<file path="src/rtl/conjugate_gradient_direction_update_top_assert.svh">
// ----------------------------------------------------------------------------
// Assertion macros for the conjugate gradient direction update block
// Shared concurrent-assertion forms, clocked on clk, disabled in reset.
// ----------------------------------------------------------------------------
`ifndef CONJUGATE_GRADIENT_DIRECTION_UPDATE_TOP_ASSERT_SVH
`define CONJUGATE_GRADIENT_DIRECTION_UPDATE_TOP_ASSERT_SVH

// Same-cycle implication
`define CGDU_ASSERT_IMP(lbl, ante, cons, msg) \
  lbl: assert property (@(posedge clk) disable iff (!rst_n) (ante) |-> (cons)) \
    else $error(msg);

// Next-cycle implication
`define CGDU_ASSERT_NXT(lbl, ante, cons, msg) \
  lbl: assert property (@(posedge clk) disable iff (!rst_n) (ante) |=> (cons)) \
    else $error(msg);

`endif

</file>
<file path="src/rtl/cgdu_pkg.sv">
// ----------------------------------------------------------------------------
// cgdu_pkg
// Shared constants, codes and interface types of the direction update block.
// ----------------------------------------------------------------------------
package cgdu_pkg;

  localparam int MAX_POINTS = 4096;
  localparam int AW         = $clog2(MAX_POINTS);
  localparam int CW         = AW + 1;

  localparam logic [31:0] SCALE_RESET = 32'h3F80_0000;

  // Configuration register indexes
  localparam logic [1:0] CFG_SCALE   = 2'd0;
  localparam logic [1:0] CFG_ITER    = 2'd1;
  localparam logic [1:0] CFG_RESTART = 2'd2;

  // Item and result kinds
  localparam logic KIND_LOAD = 1'b0;
  localparam logic KIND_EMIT = 1'b1;
  localparam logic RES_BETA  = 1'b0;
  localparam logic RES_DIR   = 1'b1;

  typedef enum logic [1:0] {
    FOP_ADD,
    FOP_SUB,
    FOP_MUL,
    FOP_DIV
  } fpu_op_t;

  typedef struct packed {
    logic        start;
    fpu_op_t     op;
    logic [31:0] a;
    logic [31:0] b;
  } fpu_req_t;

  typedef struct packed {
    logic        done;
    logic [31:0] result;
  } fpu_rsp_t;

endpackage

</file>
<file path="src/rtl/cgdu_fpu.sv">
// ----------------------------------------------------------------------------
// cgdu_fpu
// Shared IEEE single unit: add, subtract, multiply and bit-serial divide,
// round to nearest even with full subnormal support.
// ----------------------------------------------------------------------------
module cgdu_fpu (
  input  logic              clk,
  input  logic              rst_n,
  input  cgdu_pkg::fpu_req_t req,
  output cgdu_pkg::fpu_rsp_t rsp
);
  import cgdu_pkg::*;

  localparam int DIV_STEPS = 27;
  localparam logic [31:0] DEF_NAN = 32'hFFC0_0000;
  localparam logic [31:0] QBIT    = 32'h0040_0000;

  typedef struct packed {
    logic              s;
    logic              zero;
    logic              inf;
    logic              nan;
    logic signed [11:0] e;
    logic [23:0]       m;
  } unp_t;

  typedef enum logic [2:0] {F_IDLE, F_CALC, F_DIV, F_NORM, F_ROUND} fstate_t;

  // Split a word into sign, lsb exponent and normalized significand
  function automatic unp_t unpack(input logic [31:0] x);
    unp_t               u;
    logic [23:0]        m;
    logic [4:0]         lz;
    logic signed [11:0] e0;
    u.s    = x[31];
    u.zero = (x[30:0] == 31'd0);
    u.inf  = (x[30:23] == 8'hFF) && (x[22:0] == 23'd0);
    u.nan  = (x[30:23] == 8'hFF) && (x[22:0] != 23'd0);
    m      = {x[30:23] != 8'd0, x[22:0]};
    lz     = 5'd0;
    for (int i = 0; i < 24; i++) begin
      if (m[i]) lz = 5'(23 - i);
    end
    u.m = m << lz;
    if (x[30:23] == 8'd0) e0 = -12'sd149;
    else e0 = $signed({4'd0, x[30:23]}) - 12'sd150;
    u.e = e0 - $signed({7'd0, lz});
    return u;
  endfunction

  fstate_t            state_r;
  fpu_op_t            op_r;
  unp_t               ua_r, ub_r;
  logic               spec_r;
  logic [31:0]        spec_val_r;
  logic [51:0]        m_r;
  logic signed [11:0] e_r;
  logic               s_r;
  logic [25:0]        rem_r;
  logic [26:0]        q_r;
  logic [4:0]         cnt_r;
  logic               done_r;
  logic [31:0]        res_r;

  // Special operands decided from the raw request
  unp_t        ua_c, ub_c;
  logic        sbe_c, sx_c, spec_c;
  logic [31:0] spec_val_c;

  always_comb begin
    ua_c       = unpack(req.a);
    ub_c       = unpack(req.b);
    sbe_c      = req.b[31] ^ (req.op == FOP_SUB);
    ub_c.s     = sbe_c;
    sx_c       = req.a[31] ^ req.b[31];
    spec_c     = 1'b1;
    spec_val_c = 32'd0;
    unique case (req.op)
      FOP_ADD, FOP_SUB: begin
        priority if (ua_c.nan) spec_val_c = req.a | QBIT;
        else if (ub_c.nan) spec_val_c = req.b | QBIT;
        else if (ua_c.inf && ub_c.inf && (ua_c.s != sbe_c)) spec_val_c = DEF_NAN;
        else if (ua_c.inf) spec_val_c = req.a;
        else if (ub_c.inf) spec_val_c = {sbe_c, req.b[30:0]};
        else if (ua_c.zero && ub_c.zero) spec_val_c = {ua_c.s & sbe_c, 31'd0};
        else if (ua_c.zero) spec_val_c = {sbe_c, req.b[30:0]};
        else if (ub_c.zero) spec_val_c = req.a;
        else spec_c = 1'b0;
      end
      FOP_MUL: begin
        priority if (ua_c.nan) spec_val_c = req.a | QBIT;
        else if (ub_c.nan) spec_val_c = req.b | QBIT;
        else if ((ua_c.inf && ub_c.zero) || (ua_c.zero && ub_c.inf)) spec_val_c = DEF_NAN;
        else if (ua_c.inf || ub_c.inf) spec_val_c = {sx_c, 8'hFF, 23'd0};
        else if (ua_c.zero || ub_c.zero) spec_val_c = {sx_c, 31'd0};
        else spec_c = 1'b0;
      end
      FOP_DIV: begin
        priority if (ua_c.nan) spec_val_c = req.a | QBIT;
        else if (ub_c.nan) spec_val_c = req.b | QBIT;
        else if ((ua_c.inf && ub_c.inf) || (ua_c.zero && ub_c.zero)) spec_val_c = DEF_NAN;
        else if (ua_c.inf || ub_c.zero) spec_val_c = {sx_c, 8'hFF, 23'd0};
        else if (ua_c.zero || ub_c.inf) spec_val_c = {sx_c, 31'd0};
        else spec_c = 1'b0;
      end
      default: spec_c = 1'b1;
    endcase
  end

  // Add alignment and product
  logic               a_big_c;
  unp_t               big_c, sml_c;
  logic signed [11:0] d_c;
  logic [5:0]         dc_c;
  logic [50:0]        bfull_c, bsh_c;
  logic               lost_c;
  logic [51:0]        add_m_c;
  logic [47:0]        prod_c;

  always_comb begin
    a_big_c = ($signed(ua_r.e) > $signed(ub_r.e)) ||
              (($signed(ua_r.e) == $signed(ub_r.e)) && (ua_r.m >= ub_r.m));
    big_c   = a_big_c ? ua_r : ub_r;
    sml_c   = a_big_c ? ub_r : ua_r;
    d_c     = big_c.e - sml_c.e;
    dc_c    = (d_c > 12'sd51) ? 6'd51 : d_c[5:0];
    bfull_c = {sml_c.m, 27'd0};
    bsh_c   = bfull_c >> dc_c;
    lost_c  = (bfull_c & ((51'd1 << dc_c) - 51'd1)) != 51'd0;
    if (big_c.s == sml_c.s)
      add_m_c = {1'b0, big_c.m, 27'd0} + {1'b0, bsh_c[50:1], bsh_c[0] | lost_c};
    else
      add_m_c = {1'b0, big_c.m, 27'd0} - {1'b0, bsh_c[50:1], bsh_c[0] | lost_c};
    prod_c  = ua_r.m * ub_r.m;
  end

  // Divide step
  logic [25:0] rdiff_c;
  assign rdiff_c = rem_r - {2'd0, ub_r.m};

  // Leading-one search over the raw magnitude
  logic [5:0] lz_c;
  always_comb begin
    lz_c = 6'd0;
    for (int i = 0; i < 52; i++) begin
      if (m_r[i]) lz_c = 6'(51 - i);
    end
  end

  // Round to nearest even and pack
  logic signed [12:0] t_c, rs13_c;
  logic [5:0]         rs_c;
  logic [51:0]        kept_c, gsh_c;
  logic               guard_c, sticky_c, inc_c;
  logic [24:0]        mr_c;
  logic signed [11:0] lsb_c, bexp_c;
  logic [31:0]        rnd_c;

  always_comb begin
    t_c      = -13'sd149 - $signed({e_r[11], e_r});
    rs13_c   = (t_c > 13'sd28) ? t_c : 13'sd28;
    rs_c     = (rs13_c > 13'sd63) ? 6'd63 : rs13_c[5:0];
    kept_c   = m_r >> rs_c;
    gsh_c    = m_r >> (rs_c - 6'd1);
    guard_c  = gsh_c[0];
    sticky_c = (m_r & ((52'd1 << (rs_c - 6'd1)) - 52'd1)) != 52'd0;
    inc_c    = guard_c & (sticky_c | kept_c[0]);
    mr_c     = kept_c[24:0] + {24'd0, inc_c};
    lsb_c    = e_r + $signed({6'd0, rs_c});
    bexp_c   = lsb_c + 12'sd150 + $signed({11'd0, mr_c[24]});
    if (m_r == 52'd0) rnd_c = 32'd0;
    else if (mr_c[24] || mr_c[23]) begin
      if (bexp_c >= 12'sd255) rnd_c = {s_r, 8'hFF, 23'd0};
      else rnd_c = {s_r, bexp_c[7:0], mr_c[22:0]};
    end else rnd_c = {s_r, 8'd0, mr_c[22:0]};
  end

  // Sequence one operation
  always_ff @(posedge clk) begin
    if (!rst_n) begin
      state_r <= F_IDLE;
      done_r  <= 1'b0;
      cnt_r   <= 5'd0;
    end else begin
      done_r <= 1'b0;
      unique case (state_r)
        F_IDLE: begin
          if (req.start) begin
            op_r       <= req.op;
            ua_r       <= ua_c;
            ub_r       <= ub_c;
            spec_r     <= spec_c;
            spec_val_r <= spec_val_c;
            state_r    <= F_CALC;
          end
        end
        F_CALC: begin
          if (spec_r) begin
            res_r   <= spec_val_r;
            done_r  <= 1'b1;
            state_r <= F_IDLE;
          end else begin
            unique case (op_r)
              FOP_ADD, FOP_SUB: begin
                m_r     <= add_m_c;
                e_r     <= big_c.e - 12'sd27;
                s_r     <= big_c.s;
                state_r <= F_NORM;
              end
              FOP_MUL: begin
                m_r     <= {prod_c, 4'd0};
                e_r     <= ua_r.e + ub_r.e - 12'sd4;
                s_r     <= ua_r.s ^ ub_r.s;
                state_r <= F_NORM;
              end
              FOP_DIV: begin
                rem_r   <= {2'd0, ua_r.m};
                q_r     <= 27'd0;
                cnt_r   <= 5'd0;
                s_r     <= ua_r.s ^ ub_r.s;
                state_r <= F_DIV;
              end
              default: state_r <= F_IDLE;
            endcase
          end
        end
        F_DIV: begin
          if (!rdiff_c[25]) begin
            rem_r <= {rdiff_c[24:0], 1'b0};
            q_r   <= {q_r[25:0], 1'b1};
          end else begin
            rem_r <= {rem_r[24:0], 1'b0};
            q_r   <= {q_r[25:0], 1'b0};
          end
          cnt_r <= cnt_r + 5'd1;
          if (cnt_r == 5'(DIV_STEPS - 1)) state_r <= F_NORM;
        end
        F_NORM: begin
          if (op_r == FOP_DIV) begin
            m_r <= {q_r, rem_r != 26'd0, 24'd0};
            e_r <= ua_r.e - ub_r.e - 12'sd51;
          end else begin
            m_r <= m_r << lz_c;
            e_r <= e_r - $signed({6'd0, lz_c});
          end
          state_r <= (op_r == FOP_DIV) ? F_NORM : F_ROUND;
          if (op_r == FOP_DIV) op_r <= FOP_MUL;
        end
        F_ROUND: begin
          res_r   <= rnd_c;
          done_r  <= 1'b1;
          state_r <= F_IDLE;
        end
        default: state_r <= F_IDLE;
      endcase
    end
  end

  assign rsp.done   = done_r;
  assign rsp.result = res_r;

endmodule

</file>
<file path="config.mk">
export PLATFORM = sky130hd
export DESIGN_NAME = cgdu_fpu
export DESIGN_NICKNAME = d
export VERILOG_FILES = /design/src/rtl/conjugate_gradient_direction_update_top_assert.svh /design/src/rtl/cgdu_pkg.sv /design/src/rtl/cgdu_fpu.sv
export SDC_FILE = /design/constraint.sdc
export NUM_CORES = 2
export LEC_CHECK = 0
export BUFFER_PORTS_ARGS = -buffer_cell sky130_fd_sc_hd__buf_2
export CAP_MARGIN = 20
export CORE_UTILIZATION = 50
export CTS_BUF_LIST = sky130_fd_sc_hd__clkbuf_16
export DETAILED_ROUTE_END_ITERATION = 10
export PLACE_DENSITY = 0.66
export SLEW_MARGIN = 20
export SYNTH_ARGS = -nofsm -noshare
export SYNTH_HDL_FRONTEND = slang
export SYNTH_SLANG_ARGS = --single-unit
</file>
<file path="constraint.sdc">
create_clock -name clk -period 25 [get_ports clk]
set_clock_uncertainty 0.05 [all_clocks]
set_input_delay 5 -clock clk [delete_from_list [all_inputs] [get_ports clk]]
set_output_delay 5 -clock clk [all_outputs]
set_load 0.1 [all_outputs]
</file>
# Word-level counts from Yosys, hierarchy flattened
# Cells that the tools add are included.
[totals] ff_bits=274 latch_bits=0 mem_bits_rw=0 rom_bits=0 in_bits=69 out_inout_bits=33 elab_cells=328 memories=0
[op_classes] addsub=23 mul=1 div=0 order_cmp=6 n_eq_ne=23 shifts=8 n_mux=182 bitwise=10 reduce_logical=51
[ops] operator="32-bit two-way mux" count=20
[ops] operator="6-bit two-way mux" count=54
[ops] operator="5-bit two-way mux" count=50
[ops] operator="52-bit one-hot mux with 2 select lines" count=2
[ops] operator="52-bit two-way mux" count=3
[ops] operator="32-bit one-hot mux with 3 select lines" count=1
[ops] operator="40-bit two-way mux" count=2
[ops] operator="26-bit two-way mux" count=3
[ops] operator="32-bit one-hot mux with 2 select lines" count=1
[ops] operator="31-bit logical NOT" count=2
[ops] operator="31-bit two-way mux" count=2
[ops] operator="27-bit two-way mux" count=2
[ops] operator="27-bit one-hot mux with 2 select lines" count=1
[ops] operator="51-bit by 51-bit adder with 52-bit output" count=1
[ops] operator="52-bit bitwise AND" count=1
[ops] operator="52-bit logical NOT" count=1
[ops] operator="26-bit one-hot mux with 2 select lines" count=1
[ops] operator="52-bit nonzero test" count=1
[ops] operator="1-bit by 6-bit left shift with 52-bit output, first input constant" count=1
[ops] operator="52-bit by 6-bit left shift with 52-bit output" count=1
[ops] operator="52-bit by 6-bit >> shifter with 1-bit output" count=1
[ops] operator="52-bit by 6-bit >> shifter with 25-bit output" count=1
[ops] operator="51-bit by 51-bit subtractor with 52-bit output" count=1
[ops] operator="52-bit by 1-bit subtractor with 52-bit output, second input constant" count=1
[ops] operator="other kinds (72)" count=150

# Logic depth before layout (Yosys ltp)
[logic_depth] ltp_word=55 depth_mapped=50

# Least setup slack after synthesis
# Ideal clock, no wire load.
[synth_path] path_kind="register -> register" from="register ua_r[29] (netlist name)" to="register m_r[49], data pin" setup_time_ns=0.267 arrival_time_ns=9.079 path_slack_ns=15.603 path_stages_with_launch=49 path_buffers=6 synth_period_minus_slack_ns=9.397 path_cell_list="edfxtp_1 -> inv_1 -> ha_1 -> buf_2 -> nor4_4 -> a221oi_1 -> a2111oi_2 -> o21ai_1 -> nor2_4 -> clkbuf_1 -> buf_1 -> mux2_2 -> ha_1 -> a41o_1 -> o21ai_0 -> nand2_2 -> nor2_2 -> o211ai_2 -> (+13 left out) -> o21bai_1 -> a21oi_1 -> o21bai_1 -> a21oi_1 -> o21bai_1 -> a21oi_1 -> o21bai_1 -> a21oi_1 -> o21bai_1 -> a21oi_1 -> o41ai_1 -> o31a_1 -> o21ai_0 -> a21oi_1 -> a21oi_1 -> o31ai_2 -> xnor2_1 -> o211ai_2"
[synth_between] elab_chain_cells=17
[synth_rtl] element="start, declared" line_no="cgdu_fpu.sv:53" rtl="unp_t ua_r, ub_r;"
[synth_rtl] element="start signal, assigned" line_no="cgdu_fpu.sv:190" rtl="ua_r <= ua_c;"
[synth_rtl] element="branches (longest 13 deep; another with 51-bit by 51-bit subtractor with 52-bit output)"
[synth_rtl] element="52-bit two-way mux (*)" line_no="cgdu_fpu.sv:130" rtl="if (big_c.s == sml_c.s)"
[synth_rtl] element="52-bit one-hot mux with 2 select lines (*)" line_no="cgdu_fpu.sv:203" rtl="unique case (op_r)"
[synth_rtl] element="52-bit two-way mux (*)" line_no="cgdu_fpu.sv:198" rtl="if (spec_r) begin"
[synth_rtl] element="52-bit one-hot mux with 2 select lines (*)" line_no="cgdu_fpu.sv:186" rtl="unique case (state_r)"
[synth_rtl] element="end signal, assigned" line_no="cgdu_fpu.sv:205" rtl="m_r <= add_m_c;"
[synth_rtl] element="end signal, assigned" line_no="cgdu_fpu.sv:211" rtl="m_r <= {prod_c, 4'd0};"
[synth_rtl] element="end signal, assigned" line_no="cgdu_fpu.sv:240" rtl="m_r <= {q_r, rem_r != 26'd0, 24'd0};"
[synth_rtl] element="end, declared" line_no="cgdu_fpu.sv:56" rtl="logic [51:0] m_r;"
# Mark *: on every way between the ends. The select of a mux whose other input is x is not followed.
# A chain may end at the register's enable or synchronous reset.

# Worst setup path in the final report
[layout_path] from="register ub_r[12] (netlist name)" to="register m_r[49], data pin"
[layout_between] elab_chain_cells=17
[layout_rtl] element="start, declared" line_no="cgdu_fpu.sv:53"
[layout_rtl] element="start signal, assigned" line_no="cgdu_fpu.sv:191" rtl="ub_r <= ub_c;"
[layout_rtl] element="24-bit greater-or-equal comparator" line_no="cgdu_fpu.sv:122" rtl="(($signed(ua_r.e) == $signed(ub_r.e)) && (ua_r.m >= ub_r.m));"
[layout_rtl] element="1-bit logical AND" line_no="cgdu_fpu.sv:122"
[layout_rtl] element="1-bit logical OR" line_no="cgdu_fpu.sv:121" rtl="a_big_c = ($signed(ua_r.e) > $signed(ub_r.e)) ||"
[layout_rtl] element="40-bit two-way mux (on tied branches)" line_no="cgdu_fpu.sv:123, cgdu_fpu.sv:124"
[layout_rtl] element="12-bit subtractor" line_no="cgdu_fpu.sv:125" rtl="d_c = big_c.e - sml_c.e;"
[layout_rtl] element="12-bit by 7-bit > comparator with 1-bit output" line_no="cgdu_fpu.sv:126" rtl="dc_c = (d_c > 12'sd51) ? 6'd51 : d_c[5:0];"
[layout_rtl] element="6-bit two-way mux" line_no="cgdu_fpu.sv:126"
[layout_rtl] element="1-bit by 6-bit left shift with 51-bit output" line_no="cgdu_fpu.sv:129" rtl="lost_c = (bfull_c & ((51'd1 << dc_c) - 51'd1)) != 51'd0;"
[layout_rtl] element="51-bit by 1-bit subtractor with 51-bit output" line_no="cgdu_fpu.sv:129"
[layout_rtl] element="51-bit bitwise AND" line_no="cgdu_fpu.sv:129"
[layout_rtl] element="51-bit nonzero test" line_no="cgdu_fpu.sv:129"
[layout_rtl] element="1-bit OR" line_no="cgdu_fpu.sv:131, cgdu_fpu.sv:133"
[layout_rtl] element="51-bit by 51-bit subtractor with 52-bit output or 51-bit by 51-bit adder with 52-bit output (tied branches)" line_no="cgdu_fpu.sv:133, cgdu_fpu.sv:131"
[layout_rtl] element="52-bit two-way mux" line_no="cgdu_fpu.sv:130"
[layout_rtl] element="52-bit one-hot mux with 2 select lines (*)" line_no="cgdu_fpu.sv:203"
[layout_rtl] element="52-bit two-way mux (*)" line_no="cgdu_fpu.sv:198"
[layout_rtl] element="52-bit one-hot mux with 2 select lines (*)" line_no="cgdu_fpu.sv:186"
# Mark *: on every way between the ends. The rest lies on a longest branch, timed or not. The select of a mux whose other input is x is not followed.

==> flow_summary.yaml <==
timing:
  tns_ps: 0
  max_freq_ghz: 0.08452
  setup_violations: 0
  rsz0062_at_grt: "false"
  slew_viol_final: 0
  final.period_utilization: 0.4733
  worst_slew_pin_slew_ps: 1339
  hold_viol_final: 0
  period_needed_ps: 11830
  max_slew_margin: 0.09815
yosys:
  syn_area_sq_um: 52640
  yosysUniqueCellTypes: 107
  synth.ff_latch_count: 268
  synth_area_per_cell_sq_um: 8.090
  yosysTopAreaCellShare: 0.1863
  ys_seq_area_frac: 0.1512
  synth_edf_count: 259
  synth_top_cell_by_area: "fa_1"
  ys_warn_count: 0
  netlist_instances: 6507
  ys_async_sr_fraction: 0
  yosys-top-cells-area: "fa_1 19%, edfxtp_1 15%, ha_1 9.3%, mux2i_1 7.2%, nand2_1 6.2%"
  ys.flop_type: "edfxtp_1"
global_routing:
  antenna_found_initial: 4
  grt_max_degree: 79
  grt_pass1_wl_um: 304400
  grt_overflow_total: 0
  gr-usage-all-layers: 0.3762
  grt_pass1_vias: 47140
worst_setup_path:
  critPathLaunch: "ub_r[12]"
  worst_r2r_path_depth: 46
  critPathMaxFanout: 64
  path_delay_family: "compound AO/OA/AOI/OAI gates"
  end_kind: "flip-flop"
  cp_slowest_stage_delay_ps: 1090
  crit_path_start_kind: "flip-flop"
  reg2reg_from: "ub_r[12]"
  worst-path-buf-inv: 5
  worstPathRequired_ps: 25260
  worstSetupPathDepth: 46
  crit_slowest_cell: "edfxtp_1"
  reg2reg_to: "m_r[49]"
  cp-endpoint: "m_r[49]"
  crit_arrival_ps: 12100
  rrSetupSlack_ps: 13170
  critPathMostFrequentCell: "a21oi_1"
  crit_type: "reg2reg"
final_layout:
  multiInputGateArea_sq_um: 40420
  final_common_cell: "nand2_1"
  final_cell_mix: "874 x nand2_1, 735 x inv_1, 490 x fa_1, 475 x nor2_1, 397 x a21oi_1"
  finalNetCount: 7313
  n_fill_cell: 9983
  layout-drive-gt1-share: 0.06750
  regArea_sq_um: 7958
  syn2layout_area_growth_pct: 5.514
clocking:
  post_cts_resize_count: 0
  path_clk_slew_ps: 70
  hold_buffers: 0
  cts_sinks: 268
  cts-root-buf: "clkbuf_16"
  clk_latency_ps: 570
  numCtsBuffers: 36
  post-cts-setup-buffer-count: 0
  clock_path_buffers: 3
  htree_num_levels: 2
  cts_tree: "built"
drt:
  detail-route-antenna-nets: 0
  wirelength_um: 203100
  dr.first_iter.drc_count: 5537
  via_per_inst: 6.303
  wl_per_cell_um: 26.14
  drc: 0
  vias: 48960
  first_pass_iters: 6
run:
  cap_violations: 0
place:
  io_buffers: 101
  gp_congestion: 1.028
  hpwl_um: 160300
die:
  start_util: 0.5065
  io_pins: 102
  die_area_sq_um: 106600
  die_w_um: 326.5
  coreArea_sq_um: 103900
  die_h_um: 326.5
  rows: 118
pwr:
  power_w: 0.008111
  max-vdd-ir-drop_uv: 367.9
  p_per_area_nw_per_um2: 146.0
  power.leakage_nw: 25.64
outcome:
  outcome: "finished clean"
hold_path:
  hp-class: "reg2reg"
sequential cells by signal, summed over array words and instances (netlist names):
register	count
spec_val_r	32
spec_r	1
res_r	32
rem_r	26
op_r	2
ub_r	37
s_r	1
state_r	3
e_r	12
m_r	52
cnt_r	5
q_r	27
done_r	1
ua_r	37
metal layers:
layer  vias to the layer above  global-route usage  share of wire
met5                         -                   0              0
met2                      2484              0.5696           0.43
met4                         0              0.1524          0.049
li1                      22010                   -              -
met3                       464             0.08471          0.099
met1                     24000              0.5190           0.42
cell families after synthesis:
| group | share of synthesized area |
|---|---|
| mux | 0.08948 |
| xor+xnor | 0.03458 |
| flops | 0.1512 |
| compound gates | 0.1793 |
| fa+ha+maj | 0.2805 |
| other cells | 0.00007123 |
| simple gates | 0.1810 |
| buf+inv | 0.08395 |
worst min-delay path, stage by stage (launching register included):
cell and delay [ps]:
edfxtp_1 320, nand2_1 40, o21ai_0 60
how the worst min path moves through the flow:
stage	to	slack, ps	start	depth (start not counted)
6_report	res_r[29]	470	spec_val_r[29]	2
5_1_grt	res_r[15]	490	spec_val_r[15]	2
4_1_cts	res_r[27]	470	spec_val_r[27]	2
3_5_place_dp	cnt_r[4]	450	cnt_r[4]	2
3_3_place_gp	cnt_r[4]	450	cnt_r[4]	2
2_1_floorplan	state_r[0]	420	state_r[2]	1
cell usage after synthesis, types with 26 or more instances:
master	n
a22oi_1	66
nand4_1	40
nand2_1	875
nor3_1	119
fa_1	490
o22ai_1	43
a21o_1	71
xnor2_1	140
xor2_1	66
a21oi_1	397
buf_1	35
and2_1	209
o211ai_1	46
clkbuf_1	348
ha_1	393
and3_1	49
edfxtp_1	259
nor2b_1	38
o21ai_0	361
o21bai_1	51
inv_1	731
nand2b_1	47
nand3_1	93
nor4_1	45
or3_1	30
mux4_2	26
a21boi_0	29
mux2_2	29
mux2i_1	378
o221ai_1	31
nor2_1	481
a31oi_1	43
o31ai_1	26
a211oi_1	59
cell type report:
type | instances | area share
Clock inverter | 25 | 0.004460
Tap cell | 1380 | 0.03108
Timing Repair Buffer | 230 | 0.02667
Multi-Input combinational cell | 5083 | 0.7276
Clock buffer | 37 | 0.01667
Sequential cell | 268 | 0.1433
Antenna cell | 3 | 0.0001352
Inverter | 742 | 0.05014
per-stage QoR:
stage / hold slack [ps] / std cells / setup slack, ps / utilization / cell area (sq um)
6_report: 468.1 / 7768 / 13170 / 0.5344 / 55550
5_1_grt: 487.6 / 7765 / 12480 / 0.5343 / 55540
4_1_cts: 465.2 / 7765 / 13460 / 0.5343 / 55530
3_5_place_dp: 454.7 / 7703 / 13510 / 0.5230 / 54360
3_3_place_gp: 446.6 / 7702 / 13590 / 0.5228 / 54340
2_1_floorplan: 425.0 / 6510 / 15600 / - / 52660
report_power, final:
group | leakage, nW | internal [W] | switching (W)
logic | 22.6 | 0.00234 | 0.00463
clock network | 0.583 | 0.000312 | 0.000220
registers | 2.45 | 0.000569 | 0.0000390
total | 25.6 | 0.00322 | 0.00489
Power figures use the tool's default switching activity.
